<file path="src/sv/lmfe_pkg.sv">
`timescale 1ns / 1ps
package lmfe_pkg;

   typedef enum logic [2:0] {
      MODE_WR_WAIT  = 3'd0,
      MODE_WR_SHOWN = 3'd1,
      MODE_FILL     = 3'd2,
      MODE_SET_END  = 3'd3,
      MODE_CLR_TAIL = 3'd4,
      MODE_PHASE    = 3'd5,
      MODE_SCROLL   = 3'd6,
      MODE_TICK     = 3'd7
   } mode_type;

   typedef enum logic [1:0] {
      EFF_COPY = 2'd0,
      EFF_DOWN = 2'd1,
      EFF_UP   = 2'd2,
      EFF_ALT  = 2'd3
   } effect_type;

   typedef enum logic [1:0] {
      ST_IDLE = 2'b01,
      ST_EMIT = 2'b10
   } state_type;

   // Waiting-buffer access for one cycle
   typedef struct packed {
      logic       wr_en;
      logic [7:0] wr_addr;
      logic [7:0] wr_data;
      logic       clr_en;
      logic [8:0] clr_from;
      logic       rd_en;
      logic [7:0] rd_addr;
   } wbuf_req_type;

   // One transition phase applied to one column
   function automatic logic [7:0] phase_column(
      input logic [7:0]  cur,
      input logic [7:0]  nw,
      input effect_type  eff,
      input logic        odd,
      input logic [2:0]  ph
   );
      logic       down;
      logic [7:0] res;
      begin
         down = 1'b0;
         res  = cur;
         case (eff)
            EFF_DOWN: down = 1'b1;
            EFF_UP:   down = 1'b0;
            default:  down = odd;
         endcase
         if (eff == EFF_COPY) begin
            res = nw;
         end else if (down) begin
            res = {cur[6:0], nw[3'd7 - ph]};
         end else begin
            res = {nw[ph], cur[7:1]};
         end
         return res;
      end
   endfunction

endpackage

</file>
<file path="src/sv/lmfe_cell.sv">
`timescale 1ns / 1ps
module lmfe_cell (
   input  logic       clock,
   input  logic       reset,
   input  logic       shift_en,
   input  logic [7:0] d_in,
   output logic [7:0] q
);

   logic [7:0] q_ff;
   logic [7:0] q_in;

   assign q_in = shift_en ? d_in : q_ff;
   assign q    = q_ff;

   always_ff @(posedge clock) begin
      if (reset) begin
         q_ff <= 8'd0;
      end else begin
         q_ff <= q_in;
      end
   end

endmodule

</file>
<file path="src/sv/lmfe_wait_buf.sv">
`timescale 1ns / 1ps
module lmfe_wait_buf #(
   parameter int DEPTH = 256
) (
   input  logic                  clock,
   input  logic                  reset,
   input  lmfe_pkg::wbuf_req_type acc,
   output logic [7:0]            rd_data
);

   localparam int AW = $clog2(DEPTH);

   logic [7:0]       mem [DEPTH];
   logic [DEPTH-1:0] valid_ff;
   logic [DEPTH-1:0] valid_in;
   logic [7:0]       rd_data_ff;
   logic             rd_valid_ff;
   logic             wr_hit;

   assign wr_hit = acc.wr_en && ({1'b0, acc.wr_addr} < 9'(DEPTH));

   always_comb begin
      valid_in = valid_ff;
      if (acc.clr_en) begin
         for (int p = 0; p < DEPTH; p++) begin
            if (9'(p) >= acc.clr_from) valid_in[p] = 1'b0;
         end
      end
      if (wr_hit) valid_in[acc.wr_addr[AW-1:0]] = 1'b1;
   end

   always_ff @(posedge clock) begin
      if (reset) begin
         valid_ff    <= '0;
         rd_valid_ff <= 1'b0;
      end else begin
         valid_ff <= valid_in;
         if (acc.rd_en) rd_valid_ff <= valid_ff[acc.rd_addr[AW-1:0]];
      end
   end

   always_ff @(posedge clock) begin
      if (wr_hit) mem[acc.wr_addr[AW-1:0]] <= acc.wr_data;
      if (acc.rd_en) rd_data_ff <= mem[acc.rd_addr[AW-1:0]];
   end

   // entries never written, or cleared, read as zero
   assign rd_data = rd_valid_ff ? rd_data_ff : 8'd0;

endmodule

</file>
<file path="src/sv/led_matrix_frame_effects.sv">
`timescale 1ns / 1ps
// LED column display frame controller.
// req_* carries one command item (mode plus its operands); rsp_* returns the
// shown frame, one column per item, columns 0..MODULES*8-1 in order, the
// final one flagged by rsp_last, each tagged with the marquee state after
// the command. Commands that change the frame (write shown inside the frame,
// fill, transition phase, tick while scrolling) return a whole frame; the
// others return nothing and finish in the cycle they are accepted.
// The shown frame lives in a ring of MODULES*8 byte cells that rotates one
// column per cycle unless the receiver stalls: the head column (on a scroll
// tick, the next or the waiting column) is updated and enters at the tail
// while it is put out. A frame command moves the state register to emit;
// each column then passes the output register. The waiting buffer is a
// one-port-read memory; transitions read one waiting column per step.
// A stalled receiver freezes the rotation; the output register holds its
// item. req_ready is high whenever no frame is being put out.
// Reset clears the frame, the buffer (per-entry valid bits), end and scroll
// position, and stops the marquee; it is synchronous.
module led_matrix_frame_effects #(
   parameter int MODULES        = 4,
   parameter int BUFFER_COLUMNS = 256
) (
   input  logic        clock,
   input  logic        reset,
   input  logic        req_valid,
   output logic        req_ready,
   input  logic [2:0]  req_mode,
   input  logic [7:0]  req_column_index,
   input  logic [7:0]  req_value,
   input  logic [8:0]  req_text_end,
   input  logic [31:0] req_column_mask,
   input  logic [1:0]  req_effect,
   input  logic [2:0]  req_phase,
   input  logic        req_scroll_on,
   output logic        rsp_valid,
   input  logic        rsp_ready,
   output logic [4:0]  rsp_column,
   output logic [7:0]  rsp_pixels,
   output logic        rsp_last,
   output logic        rsp_scroll_active
);

   localparam int FRAME_W = MODULES * 8;
   localparam int KW      = $clog2(FRAME_W);
   localparam logic [KW-1:0] LAST_K  = KW'(FRAME_W - 1);
   localparam logic [9:0]    BUF_END = 10'(BUFFER_COLUMNS);
   localparam logic [9:0]    END_OFF = 10'(FRAME_W - 1);

   lmfe_pkg::state_type  state_ff, state_in;
   lmfe_pkg::mode_type   mode_ff, mode_in, req_mode_e;
   lmfe_pkg::effect_type eff_ff, eff_in;
   lmfe_pkg::wbuf_req_type wacc;

   logic [KW-1:0]      k_ff, k_in;
   logic [KW-1:0]      idx_ff, idx_in;
   logic [7:0]         val_ff, val_in;
   logic [FRAME_W-1:0] mask_ff, mask_in;
   logic [2:0]         phase_ff, phase_in;
   logic [8:0]         end_ff, end_in;
   logic [8:0]         pos_ff, pos_in;
   logic               scroll_ff, scroll_in;

   logic               rsp_valid_ff, rsp_valid_in;
   logic [4:0]         rsp_column_ff, rsp_column_in;
   logic [7:0]         rsp_pixels_ff, rsp_pixels_in;
   logic               rsp_last_ff, rsp_last_in;
   logic               rsp_active_ff, rsp_active_in;

   logic               fire, emits, step;
   logic [8:0]         pos_next;
   logic               stop;
   logic [7:0]         wait_col;
   logic [7:0]         tail_new;
   logic [7:0]         cell_q [FRAME_W];

   assign req_mode_e = lmfe_pkg::mode_type'(req_mode);
   assign req_ready  = (state_ff == lmfe_pkg::ST_IDLE);
   assign fire       = req_valid && req_ready;
   assign step       = (state_ff == lmfe_pkg::ST_EMIT) && (!rsp_valid_ff || rsp_ready);

   assign pos_next = pos_ff + 9'd1;
   assign stop     = ({1'b0, pos_next} >= ({1'b0, end_ff} + END_OFF)) ||
                     ({1'b0, pos_next} >= BUF_END);

   always_comb begin
      emits = 1'b0;
      if (fire) begin
         case (req_mode_e)
            lmfe_pkg::MODE_WR_SHOWN: emits = ({1'b0, req_column_index} < 9'(FRAME_W));
            lmfe_pkg::MODE_FILL,
            lmfe_pkg::MODE_PHASE:    emits = 1'b1;
            lmfe_pkg::MODE_TICK:     emits = scroll_ff;
            default:                 emits = 1'b0;
         endcase
      end
   end

   // waiting buffer: commands at accept, transition reads one column a step
   always_comb begin
      wacc          = '0;
      wacc.wr_en    = fire && (req_mode_e == lmfe_pkg::MODE_WR_WAIT);
      wacc.wr_addr  = req_column_index;
      wacc.wr_data  = req_value;
      wacc.clr_en   = fire && (req_mode_e == lmfe_pkg::MODE_CLR_TAIL);
      wacc.clr_from = end_ff;
      if (emits) begin
         wacc.rd_en   = 1'b1;
         wacc.rd_addr = (req_mode_e == lmfe_pkg::MODE_TICK) ? pos_ff[7:0] : 8'd0;
      end else if (step && mode_ff == lmfe_pkg::MODE_PHASE && k_ff != LAST_K) begin
         wacc.rd_en   = 1'b1;
         wacc.rd_addr = 8'(k_ff) + 8'd1;
      end
   end

   lmfe_wait_buf #(.DEPTH(BUFFER_COLUMNS)) u_wbuf (
      .clock   (clock),
      .reset   (reset),
      .acc     (wacc),
      .rd_data (wait_col)
   );

   // value entering at the tail: updated head, or next/waiting column on a tick
   always_comb begin
      case (mode_ff)
         lmfe_pkg::MODE_WR_SHOWN: tail_new = (k_ff == idx_ff) ? val_ff : cell_q[0];
         lmfe_pkg::MODE_FILL:     tail_new = val_ff;
         lmfe_pkg::MODE_PHASE:
            tail_new = mask_ff[FRAME_W-1] ?
               lmfe_pkg::phase_column(cell_q[0], wait_col, eff_ff, k_ff[0], phase_ff) :
               cell_q[0];
         default:                 tail_new = (k_ff == LAST_K) ? wait_col : cell_q[1];
      endcase
   end

   for (genvar i = 0; i < FRAME_W; i++) begin : g_cell
      logic [7:0] d;
      if (i == FRAME_W - 1) begin : g_tail
         assign d = tail_new;
      end else begin : g_mid
         assign d = cell_q[i+1];
      end
      lmfe_cell u_cell (
         .clock    (clock),
         .reset    (reset),
         .shift_en (step),
         .d_in     (d),
         .q        (cell_q[i])
      );
   end

   always_comb begin
      state_in  = state_ff;
      mode_in   = mode_ff;
      eff_in    = eff_ff;
      k_in      = k_ff;
      idx_in    = idx_ff;
      val_in    = val_ff;
      mask_in   = mask_ff;
      phase_in  = phase_ff;
      end_in    = end_ff;
      pos_in    = pos_ff;
      scroll_in = scroll_ff;

      if (fire) begin
         case (req_mode_e)
            lmfe_pkg::MODE_SET_END: end_in = req_text_end;
            lmfe_pkg::MODE_SCROLL: begin
               pos_in    = 9'd0;
               scroll_in = req_scroll_on;
            end
            lmfe_pkg::MODE_TICK: begin
               if (scroll_ff) begin
                  pos_in    = stop ? 9'd0 : pos_next;
                  scroll_in = !stop;
               end
            end
            default: ;
         endcase
      end

      if (emits) begin
         state_in = lmfe_pkg::ST_EMIT;
         mode_in  = req_mode_e;
         eff_in   = lmfe_pkg::effect_type'(req_effect);
         k_in     = '0;
         idx_in   = req_column_index[KW-1:0];
         val_in   = req_value;
         mask_in  = req_column_mask[FRAME_W-1:0];
         phase_in = req_phase;
      end else if (step) begin
         k_in    = k_ff + KW'(1);
         mask_in = mask_ff << 1;
         if (k_ff == LAST_K) state_in = lmfe_pkg::ST_IDLE;
      end
   end

   always_comb begin
      rsp_valid_in  = rsp_valid_ff && !rsp_ready;
      rsp_column_in = rsp_column_ff;
      rsp_pixels_in = rsp_pixels_ff;
      rsp_last_in   = rsp_last_ff;
      rsp_active_in = rsp_active_ff;
      if (step) begin
         rsp_valid_in  = 1'b1;
         rsp_column_in = 5'(k_ff);
         rsp_pixels_in = tail_new;
         rsp_last_in   = (k_ff == LAST_K);
         rsp_active_in = scroll_ff;
      end
   end

   always_ff @(posedge clock) begin
      if (reset) begin
         state_ff     <= lmfe_pkg::ST_IDLE;
         k_ff         <= '0;
         end_ff       <= 9'd0;
         pos_ff       <= 9'd0;
         scroll_ff    <= 1'b0;
         rsp_valid_ff <= 1'b0;
      end else begin
         state_ff     <= state_in;
         k_ff         <= k_in;
         end_ff       <= end_in;
         pos_ff       <= pos_in;
         scroll_ff    <= scroll_in;
         rsp_valid_ff <= rsp_valid_in;
      end
   end

   always_ff @(posedge clock) begin
      mode_ff       <= mode_in;
      eff_ff        <= eff_in;
      idx_ff        <= idx_in;
      val_ff        <= val_in;
      mask_ff       <= mask_in;
      phase_ff      <= phase_in;
      rsp_column_ff <= rsp_column_in;
      rsp_pixels_ff <= rsp_pixels_in;
      rsp_last_ff   <= rsp_last_in;
      rsp_active_ff <= rsp_active_in;
   end

   assign rsp_valid         = rsp_valid_ff;
   assign rsp_column        = rsp_column_ff;
   assign rsp_pixels        = rsp_pixels_ff;
   assign rsp_last          = rsp_last_ff;
   assign rsp_scroll_active = rsp_active_ff;

endmodule

</file>
<file path="config.mk">
export PLATFORM = sky130hd
export DESIGN_NAME = led_matrix_frame_effects
export DESIGN_NICKNAME = d
export VERILOG_FILES = /design/src/sv/lmfe_pkg.sv /design/src/sv/lmfe_cell.sv /design/src/sv/lmfe_wait_buf.sv /design/src/sv/led_matrix_frame_effects.sv
export SDC_FILE = /design/constraint.sdc
export NUM_CORES = 2
export LEC_CHECK = 0
export BUFFER_PORTS_ARGS = -buffer_cell sky130_fd_sc_hd__buf_2
export CORE_MARGIN = 2
export CORE_UTILIZATION = 57
export DETAILED_ROUTE_END_ITERATION = 10
export PLACE_DENSITY_LB_ADDON = 0.1
export SLEW_MARGIN = 20
export SYNTH_ARGS = -nofsm -noshare
export SYNTH_HDL_FRONTEND = slang
export SYNTH_HIERARCHICAL = 1
export SYNTH_SLANG_ARGS = --single-unit
</file>
<file path="constraint.sdc">
create_clock -name clock -period 5.4 [get_ports clock]
set_input_delay 1.35 -clock clock [delete_from_list [all_inputs] [get_ports clock]]
set_output_delay 1.35 -clock clock [all_outputs]
set_load 0.01 [all_outputs]
</file>
==> flow_summary_export.csv <==
group,metric,value,unit
sta,fin_setup_tns,0,ps
min_path,whs_endpoint,"g_cell[10].u_cell/q[4]",
layout,nets,7020,
sta,whs,475,ps
sta,setup_viol,0,
setup_path,worst-path-max-fanout,70,
clock_network,cts.clk_slew.worst_paths,60,ps
sta,worst_slew_pin_slew,1330,ps
min_path,hold_depth,2,
setup_path,cp_data_arrival_time,5890,ps
setup_path,startpoint_type,"flip-flop",
setup_path,crit_buf_inv,4,
layout,nFillCells,13003,
drt,first_pass_iters,9,
power_and_ir_drop,p_int,32.9,mW
synthesis,ys_types,88,
setup_path,r2r_end,"u_wbuf/rd_data_ff[0]",
sta,post-route-period-util,97.0,%
drt,drtIter0Drc,9233,
drt,vias,63064,
clock_network,cts_made_buffers,284,
setup_path,worstPathCellList,"ha_1, and3_1, ha_1, nand4b_1, buf_4, o21ai_4, buf_12, buf_4, buf_12, mux4_2, a22oi_1, a21oi_1, nor4_1, o22ai_1, or2_1",
clock_network,root_buffer,"clkbuf_16",
layout,drive_gt1_share,22.8,%
placed_design,place_ws,-857,ps
floorplan,die_area,189000,µm²
sta,finalHoldViolations,0,
clock_network,cts.path.max_buffers,4,
floorplan,num_rows,158,
setup_path,cp_top_family,"simple AND/OR/NAND/NOR gates",
power_and_ir_drop,p_leak,38.6,nW
setup_path,max_stage_delay,920,ps
synthesis,synth_compound_area_share,6.00,%
clock_network,postCtsHoldBufs,0,
clock_network,clock_latency,910,ps
placed_design,dpl.cell_count,9130,
synthesis,synth_simple_gate_area_share,5.52,%
setup_path,rr_worst_depth,15,
power_and_ir_drop,power_frac_clock,44.2,%
synthesis,yosysWarnings,6,
global_route,grt_pass1_vias,60904,
clock_network,cts_tree,"yes",
synthesis,avgSynthCellArea,16.3,µm²
setup_path,reg2reg_from,"k_ff[1]",
setup_path,endpoint_kind,"flip-flop",
sta,slew_headroom,10.6,%
setup_path,cp.required,6050,ps
synthesis,synth_xor_area_share,0.174,%
placed_design,gp_congestion,1.06,
sta,grt_setup_unrepaired,"no",
min_path,min_path_type,"reg -> reg",
floorplan,die_y,435,µm
sta,clock_skew,41.8,ps
floorplan,die_x,435,µm
global_route,grtUsageTotal,31.5,%
drt,drcViolationCount,0,
global_route,overflow,0,
global_route,grt_pass1_wl,433000,µm
synthesis,synth_edf_count,2124,
drt,viasPerCell,6.55,
sta,fin_ws,161,ps
global_route,antenna_found_initial,17,
floorplan,core-area,185000,µm²
setup_path,critical_path_class,"reg -> reg",
power_and_ir_drop,p_sw,8.24,mW
flow_run,max-cap-violations,0,
placed_design,dp_hpwl,195000,µm
outcome,status,"finished clean",
sta,finalCriticalPeriod,5240,ps
drt,drtAntennaViolNets,0,
min_path,hold_start,"g_cell[11].u_cell/q[4]",
setup_path,r2r_slack,160,ps
synthesis,synth_top_family_by_area,"multiplexers",
global_route,grt_max_degree,253,
clock_network,cts.sinks,2664,
clock_network,cts_max_level,5,
floorplan,initial_utilization,57.3,%
synthesis,synth_area,106000,µm²
synthesis,synthFlopType,"edfxtp_1",
power_and_ir_drop,ir_drop,284,µV
synthesis,async_flop_share,0,%
sta,timing.final.max_slew_violations,0,
power_and_ir_drop,pwr_density_cell,341,nW/µm²
synthesis,synth_nets,6599,
power_and_ir_drop,seqPwrFrac,53.9,%
layout,syn_to_final_growth,13.8,%
synthesis,synth_mux_area_share,15.4,%
synthesis,ys_ff_latch,2664,
placed_design,portBuffers,86,
layout,fin_cells,9622,
power_and_ir_drop,total_power,41.1,mW
drt,totalWireLength,300000,µm
setup_path,cpMaxStageDelayCell,"nor4_1",
power_and_ir_drop,comb_power_share,1.8,%
drt,wire_per_inst,31.1,µm
sta,timing.fmax,0.191,GHz
synthesis,syn_inst,6514,
synthesis,ys_seq_area_share,70.4,%
floorplan,ios,87,
power_and_ir_drop,swShare,20.1,%
synthesis,synthAdderAreaFrac,0.177,%
## power groups by stage
stage	sequential (mW)	combinational, mW	clock (mW)
after floorplan	22.6	0.279	0
after global placement	22.6	0.720	0
after detailed placement	22.6	0.738	0
after CTS	22.2	0.739	18.5
after global routing	22.2	0.797	19.2
final	22.2	0.751	18.2
## cell usage in the layout, fill, tap and decap left out, types with 18 or more instances in the layout
cell type	count
clkbuf_16	292
mux4_2	567
nor2b_1	29
o21ai_0	170
a21o_1	19
nand2_1	266
a22oi_1	263
and3_1	18
clkbuf_1	74
nor4_1	29
o211ai_1	23
mux2i_1	307
a21oi_1	407
nor3_1	36
edfxtp_1	2124
dfxtp_1	539
inv_1	73
nor2_1	752
or2_2	20
buf_2	77
clkinv_1	42
o22ai_1	24
buf_4	436
mux2_2	41
buf_12	59
and2_1	25
clkinv_2	33
nand3_1	65
nand2b_1	20
## cells by family after synthesis
logic type | after synthesis
AOI/OAI and AO/OA | 1028
xor gates and xnor gates | 21
adders and majority gates | 15
and+or+nand+nor | 1351
muxes | 916
DFF | 2664
buffers and inverters | 519
## cell type report
cell class / count / area (µm²) / share of cell area (%)
clock inverter: 101 / 781 / 0.647
timing repair buffer: 581 / 4970 / 4.12
sequential: 2664 / 74600 / 61.8
multi-input combinational: 3331 / 29100 / 24.1
inverter: 73 / 274 / 0.227
tap: 2480 / 3100 / 2.57
clock buffer: 378 / 7750 / 6.42
antenna: 14 / 35.0 / 0.0290
## repair_timing
action                                  4_1_cts  5_1_grt
endpoints found under the setup margin        3        8
pin swaps                                     0        1
buffers inserted                              0        0
gates resized for setup                       3        7
## state kept, by name, indices dropped and copies added (netlist names)
register and cells:
eff_ff 2, end_ff 9, g_cell.u_cell/q 256, idx_ff 5, k_ff 5, mask_ff 32, mode_ff 3, phase_ff 3
pos_ff 9, rsp_column 5, rsp_last 1, rsp_pixels 8, rsp_scroll_active 1, rsp_valid 1, scroll_ff 1, state_ff 2
u_wbuf/mem 2048, u_wbuf/rd_data_ff 8, u_wbuf/rd_valid_ff 1, u_wbuf/valid_ff 256, val_ff 8
## worst max-delay path by stage
stage	start	end	slack (ps)	cells after the start
detailed placement	rsp_ready	u_wbuf/rd_data_ff[2]	-860	17
global route	k_ff[1]	u_wbuf/rd_data_ff[4]	10	15
floorplan	rsp_ready	u_wbuf/rd_data_ff[5]	190	14
global placement	rsp_ready	u_wbuf/rd_data_ff[5]	-910	17
CTS	k_ff[1]	u_wbuf/rd_data_ff[1]	20	16
finish	k_ff[1]	u_wbuf/rd_data_ff[0]	160	15
## per-layer routing
layer	share of wire [%]	wire length [µm]	track usage, %	vias to the layer above
met1	40	118000	46.0	32252
met4	3.9	11700	11.7	6
met3	11	34200	7.79	670
met2	45	135000	46.5	3824
li1	-	-	-	26312
met5	0.032	97	0	-
## cell usage after synthesis (all sizes together) (65+ instances only)
cell / count / area (µm²)
nand2: 266 / 998
inv: 73 / 274
a22oi: 263 / 1970
dfxtp: 540 / 10800
mux4: 567 / 12800
buf: 206 / 1300
nor2: 758 / 2850
clkbuf: 239 / 907
a21oi: 408 / 2050
o21ai: 178 / 891
edfxtp: 2124 / 63800
nand3: 65 / 325
mux2i: 308 / 3100
## worst reg2reg max path, stage by stage (launching register included)
cell and delay [ps]:
dfxtp_1 380, ha_1 250, and3_1 200, ha_1 190, nand4b_1 260, buf_4 240, o21ai_4 250, buf_12 240
buf_4 290, buf_12 350, mux4_2 550, a22oi_1 290, a21oi_1 160, nor4_1 920, o22ai_1 160, or2_1 250
## metrics by stage
stage,util [%],instance area (µm²)
final,65.2,121000
after global routing,65.2,121000
after CTS,65.1,121000
after detailed placement,60.5,112000
after global placement,60.5,112000
after floorplan,-,106000
Power figures use the tool's default switching activity.
